`config.mk`:
```
export PLATFORM = sky130hd
export DESIGN_NAME = atl_ram
export DESIGN_NICKNAME = d
export VERILOG_FILES = /design/src/sv/atl_ram.sv
export SDC_FILE = /design/constraint.sdc
export NUM_CORES = 1
export LEC_CHECK = 0
export BUFFER_PORTS_ARGS = -buffer_cell sky130_fd_sc_hd__buf_2
export CAP_MARGIN = 5
export CORE_ASPECT_RATIO = 0.9
export CORE_MARGIN = 2
export CORE_UTILIZATION = 40
export CTS_CLUSTER_DIAMETER = 60
export CTS_CLUSTER_SIZE = 30
export DETAILED_ROUTE_END_ITERATION = 16
export REMOVE_ABC_BUFFERS = 1
export SLEW_MARGIN = 20
export SYNTH_ARGS = -nofsm -noshare
export SYNTH_HDL_FRONTEND = slang
export SYNTH_SLANG_ARGS = --single-unit
```
`constraint.sdc`:
```
create_clock -name clock -period 3.2 [get_ports clock]
set_input_delay 0.16 -clock clock [delete_from_list [all_inputs] [get_ports clock]]
set_output_delay 0.16 -clock clock [all_outputs]
set_load 0.05 [all_outputs]
```
`src/sv/atl_ram.sv`:
```
// ----------------------------------------------------------------------------
// Atlas allocator RAM
// Simple dual-port RAM, one write and one registered read port.
// ----------------------------------------------------------------------------
module atl_ram #(
   parameter int WIDTH = 8,
   parameter int DEPTH = 16
) (
   input  logic                             clock,
   input  logic                             wr_en,
   input  logic [$clog2(DEPTH)-1:0]         wr_addr,
   input  logic [WIDTH-1:0]                 wr_data,
   input  logic                             rd_en,
   input  logic [$clog2(DEPTH)-1:0]         rd_addr,
   output logic [WIDTH-1:0]                 rd_data
);

   logic [WIDTH-1:0] mem [DEPTH];

   always_ff @(posedge clock) begin
      if (wr_en) begin
         mem[wr_addr] <= wr_data;
      end
      if (rd_en) begin
         rd_data <= mem[rd_addr];
      end
   end

endmodule
```
==> impl_metrics.py, run 1 <==
metrics = {
    "synth": {
        "ys_ff_latch": 136,
        "synth_top_area_share": 0.7812,
        "ys.flop_type": "edfxtp_1",
        "yosysUniqueCellTypes": 18,
        "yosysMostFrequentCell": "edfxtp_1",
        "synthCells": 229,
        "syn_area_mm2": 0.005228,
        "synth.avg_cell_area_um2": 22.83,
        "synth_edf_count": 136,
        "async_flop_share": 0,
        "ys_top_cells_by_count": "edfxtp_1, mux4_2, a22oi_1, mux4_1, nor2_1",
        "synth_area_leaders": "edfxtp_1, mux4_2, mux4_1, a22oi_1, nor2_1",
        "synth_area_leader_cell": "edfxtp_1",
        "synth.yosys.seq_area_share": 0.7812,
        "yosys_warnings": 0,
    },
    "floorplanning": {
        "die_area_mm2": 0.01400,
        "rows": 39,
        "fp.dieW_um": 124.5,
        "chipHeight_um": 112.5,
        "core_area_mm2": 0.01274,
        "pin_count": 27,
        "start_util": 0.4105,
    },
    "setup_path": {
        "start_kind": "primary input",
        "cp.required_ns": 3.35,
        "slowest_delay_ns": 0.59,
        "crit_family": "buffers and inverters",
        "worst_setup_path_end_kind": "flip-flop",
        "crit_path_cell_trace": "buf_2 > buf_12 > mux4_1 > a22oi_1 > nand2_1",
        "cp.buffers_inverters": 2,
        "cp_max_fo": 18,
        "r2r_start": "mem[1][2]",
        "critPathSlowestCell": "mux4_1",
        "crit_start": "rd_addr[0]",
        "cp-endpoint": "rd_data[3]",
        "ff2ff_path_depth": 3,
        "cp.depth": 5,
        "crit-reg2reg-capture": "rd_data[2]",
        "crit_type": "in2reg",
        "worstPathArrival_ns": 1.78,
        "regToRegSetupSlack_ns": 1.65,
    },
    "sta": {
        "hold_violations": 0,
        "setup_viol": 0,
        "clock_skew_ns": 0.007386,
        "finalCritPeriodShare": 0.5104,
        "fin_setup_tns_ns": 0,
        "slew_violations": 0,
        "rsz0062_at_grt": "no",
        "fmax_mhz": 612.2,
        "slew_headroom": 0.3263,
        "worst_pin_slew_ns": 1.007,
        "finalCriticalPeriod_ns": 1.633,
    },
    "power_and_ir_drop": {
        "power.internal_mw": 3.031,
        "peakVddDrop_v": 0.0003756,
        "switching_power_uw": 765.7,
        "p_clk_frac": 0.415,
        "leakagePower_nw": 1.978,
        "p_per_area_mw_per_mm2": 633.1,
        "seqPwrFrac": 0.532,
        "swShare": 0.2017,
        "p_comb_frac": 0.053,
    },
    "route": {
        "route.detailed.drc": 0,
        "post_drt_via_cell_ratio": 5.327,
        "ant_nets": 0,
        "post_drt_wl_per_cell_um": 21.46,
        "vias": 2349,
        "drt_iter0_drc": 168,
        "first_pass_iters": 4,
        "postRouteWirelength_um": 9463,
    },
    "finish": {
        "drive_above_1_share": 0.2635,
        "syn_to_final_growth_pct": 14.72,
        "final_cell_area_mm2": 0.005997,
        "antennaDiodeCount": 0,
        "nNetsFinal": 288,
    },
    "hold_path": {
        "hp-class": "in2reg",
    },
    "outcome": {
        "status": "finished, final reports clean",
    },
    "clock_network": {
        "cts-root-buf": "clkbuf_16",
        "post_cts_buffers": 0,
        "cts_tree": "built",
        "path_clk_slew_ns": 0.05,
        "clock-sinks": 136,
        "ctsHoldBuffers": 0,
        "insertion_delay_ns": 0.41,
        "ctsResizeCount": 0,
        "ctsLongestPathBuffers": 2,
        "cts_max_level": 4,
        "cts_buffers": 17,
    },
    "grt": {
        "grt_start_max_net_pins": 33,
        "track_usage": 0.1454,
        "grt_pass1_vias": 2458,
        "grt-ovfl-total": 0,
        "grt-busiest-layer": "met2",
        "met1_usage": 0.1992,
        "grt_pass1_wl_um": 14510,
        "groute.layer.met2.usage": 0.2120,
        "grt_use_met3": 0.04909,
        "antenna_found_initial": 0,
    },
    "placed_design": {
        "numPortBuffers": 26,
        "placed_cell_area_mm2": 0.005527,
        "place_congestion": 0.7098,
        "dp_hpwl_um": 6172,
    },
    "job": {
        "cap_viol_max_count": 0,
    },
}
[logic make-up after synthesis]
logic type             synth area share
muxes                            0.1479
DFF                              0.7812
buffers and inverters           0.01651
and+or+nand+nor                 0.03136
AOI/OAI and AO/OA               0.02298
[worst min path at each step]
stage | slack (ns) | start | end | cells past startpoint
after floorplan | 0.26 | wr_data[0] | mem[0][0] | 0
after global placement | 0.54 | rd_en | rd_data[7] | 1
after detailed placement | 0.53 | rd_en | rd_data[4] | 1
after CTS | 0.10 | rd_en | rd_data[4] | 1
after global routing | 0.11 | rd_en | rd_data[5] | 1
final | 0.12 | rd_en | rd_data[5] | 1
[power by group through the flow]
stage / clock (mW) / combinational [mW] / sequential, mW
5_1_grt: 1.69 / 0.218 / 2.02
3_3_place_gp: 0 / 0.202 / 2.05
2_1_floorplan: 0 / 0.0800 / 2.08
3_5_place_dp: 0 / 0.205 / 2.06
4_1_cts: 1.61 / 0.205 / 2.02
6_report: 1.57 / 0.202 / 2.02
[area by class of cell]
| cell class | count | area [um2] |
|---|---|---|
| Multi-Input combinational cell | 83 | 1057 |
| Fill cell | 1047 | 6739 |
| Sequential cell | 136 | 4084 |
| Clock inverter | 8 | 37.54 |
| Clock buffer | 19 | 432.9 |
| Timing Repair Buffer | 31 | 180.2 |
| Tap cell | 164 | 205.2 |
[per-stage QoR]
stage                     hold slack, ns    util  setup slack [ns]  total power, mW  std cells
after floorplan                   0.2589       -             1.547            2.163        219
after global placement            0.5353  0.4339             1.130            2.256        414
after detailed placement          0.5318  0.4339             1.124            2.261        414
after CTS                         0.1031  0.4709             1.555            3.831        441
after global routing              0.1055  0.4709             1.458            3.931        441
final                             0.1195  0.4709             1.567            3.797        441
[flip-flops by register name, summed over array words and instances, names as in the netlist]
name	cells
rd_data	8
mem	128
[layer usage]
metal  vias to the layer above  part of all wire
met3                        15             0.055
met2                        60              0.46
li1                       1062                 -
met1                      1212              0.47
met5                         -                 0
met4                         0             0.015
[layout by cell type, fill, tap and decap left out, drive strengths merged]
cell    count
nand2       9
nand2b      2
nor3        4
mux4       32
buf        31
and2b       1
or3b        1
edfxtp    136
nor2       13
and2        1
nand3       1
a22oi      16
clkbuf     19
nand3b      2
clkinv      8
nor2b       1
No activity file was read; power rests on OpenSTA's default activity.
==> inputs of run 2 (changes only) <==
==> constraint.sdc (replaced) <==
create_clock -name clock -period 1.5 [get_ports clock]
set_input_delay 0.075 -clock clock [delete_from_list [all_inputs] [get_ports clock]]
set_output_delay 0.075 -clock clock [all_outputs]
set_load 0.05 [all_outputs]
==> impl_metrics.py, run 2 (synthesis gave the netlist of run 1 again) <==
metrics = {
    "outcome": {
        "status": "finished, final reports clean",
    },
    "placed_design": {
        "pre_cts_slack_ns": -0.1242,
        "numPortBuffers": 26,
        "dp_hpwl_um": 6552,
        "place_congestion": 0.7230,
    },
    "finish": {
        "layout_commonest_cell": "edfxtp_1",
        "reg.largest.list": "mem x128, rd_data x8",
        "final_cell_mix": "edfxtp_1, buf_2, mux4_2, buf_4, clkbuf_16",
        "antennaDiodeCount": 0,
        "largest_register_ff_count": 128,
        "final_core_util": 0.4971,
        "top_register": "mem",
        "nNetsFinal": 306,
        "syn_to_final_growth_pct": 21.11,
        "drive_above_1_share": 0.3500,
    },
    "route": {
        "post_drt_via_cell_ratio": 5.418,
        "post_drt_wl_per_cell_um": 22.73,
        "route.detailed.drc": 0,
        "drt_iter0_drc": 335,
        "ant_nets": 0,
        "first_pass_iters": 4,
        "postRouteWirelength_um": 10550,
        "vias": 2514,
    },
    "setup_path": {
        "crit_type": "reg2reg",
        "cp.required_ns": 1.64,
        "start_kind": "flip-flop",
        "cp_max_fo": 1,
        "worst_setup_path_end_kind": "flip-flop",
        "worstPathArrival_ns": 1.58,
    },
    "floorplanning": {
        "chipHeight_um": 112.5,
        "start_util": 0.4105,
        "die_area_mm2": 0.01400,
        "core_area_mm2": 0.01274,
        "pin_count": 27,
        "rows": 39,
        "fp.dieW_um": 124.5,
    },
    "clock_network": {
        "cts_tree": "built",
        "path_clk_slew_ns": 0.05,
        "cts_buffers": 17,
        "post_cts_buffers": 0,
        "ctsHoldBuffers": 0,
        "cts-root-buf": "clkbuf_16",
        "clock-sinks": 136,
        "ctsLongestPathBuffers": 2,
        "insertion_delay_ns": 0.41,
        "cts_max_level": 4,
    },
    "grt": {
        "antenna_found_initial": 1,
        "grt-ovfl-total": 0,
        "grt_pass1_vias": 2571,
        "track_usage": 0.1619,
        "grt_start_max_net_pins": 18,
        "grt_pass1_wl_um": 16200,
    },
    "sta": {
        "finalCritPeriodShare": 0.9554,
        "fin_setup_tns_ns": 0,
        "setup_viol": 0,
        "slew_violations": 0,
        "worst_pin_slew_ns": 0.5040,
        "rsz0062_at_grt": "no",
        "finalCriticalPeriod_ns": 1.433,
        "clock_skew_ns": 0.006255,
        "setup_slack_ns": 0.06691,
        "hold_violations": 0,
        "slew_headroom": 0.6640,
        "fmax_mhz": 697.8,
    },
    "power_and_ir_drop": {
        "peakVddDrop_v": 0.0007809,
        "leakagePower_nw": 2.123,
        "p_per_area_mw_per_mm2": 1428,
    },
    "hold_path": {
        "hp-class": "in2reg",
    },
    "job": {
        "cap_viol_max_count": 0,
    },
}
[run 2: cell count changes in the layout (fill, tap and decap cells not counted)]
cell	before	now
clkinv_2	6	2
bufinv_16	0	4
buf_4	4	18
mux4_1	14	10
clkinv_1	2	4
clkinvlp_4	0	4
a22oi_2	0	5
clkbuf_1	2	0
a22oi_1	16	11
mux4_2	18	22
clkinv_4	0	1
buf_12	1	5
[run 2: area by class of cell]
| type | count | area [um2] |
|---|---|---|
| Clock inverter | 15 | 183.9 |
| Multi-Input combinational cell | 83 | 1067 |
| Sequential cell | 136 | 4084 |
| Tap cell | 164 | 205.2 |
| Fill cell | 1028 | 6405 |
| Clock buffer | 17 | 425.4 |
| Timing Repair Buffer | 49 | 365.4 |
[run 2: metrics by stage]
stage	area (um2)	std cells	hold WS [ns]	power, mW
CTS	6326	464	0.02563	9.123
finish	6331	464	0.03420	9.042
detailed placement	5712	432	0.4535	4.866
global route	6331	464	0.03118	9.334
global placement	5712	432	0.4559	4.854
floorplan	5141	219	0.1739	4.614
[run 2: critical path, stage by stage, from the launching register on]
cell and delay, ns:
edfxtp_1 0.36, mux4_1 0.49, a22oi_1 0.21, nand2_1 0.10
[run 2: what timing repair did]
item | in CTS | in global routing
pin swaps | 0 | 1
gates resized for setup | 1 | 8
setup endpoints to repair | 1 | 5
[run 2: worst paths after layout]
path | slack [ns] | cells after the start | end | start
worst max-delay path | 0.07 | 3 | rd_data[3] | mem[8][3]
worst min-delay path | 0.03 | 1 | rd_data[5] | rd_en
worst max register to register | 0.07 | 3 | rd_data[3] | mem[8][3]
worst min register to register | 0.75 | 3 | rd_data[0] | mem[14][0]
[run 2: report_power, final]
| part | internal, mW | switching (mW) | total, mW |
|---|---|---|---|
| Clock | 2.75 | 1.50 | 4.25 |
| Sequential | 4.28 | 0.0241 | 4.31 |
| Combinational | 0.190 | 0.297 | 0.487 |
| Total | 7.22 | 1.82 | 9.04 |
[run 2: layer usage]
| metal | up-vias | share of wire | track usage |
|---|---|---|---|
| met5 | - | 0.00066 | 0 |
| met4 | 2 | 0.0080 | 0.04944 |
| met3 | 10 | 0.067 | 0.05052 |
| met2 | 78 | 0.45 | 0.2302 |
| met1 | 1329 | 0.48 | 0.2414 |
| li1 | 1095 | - | - |
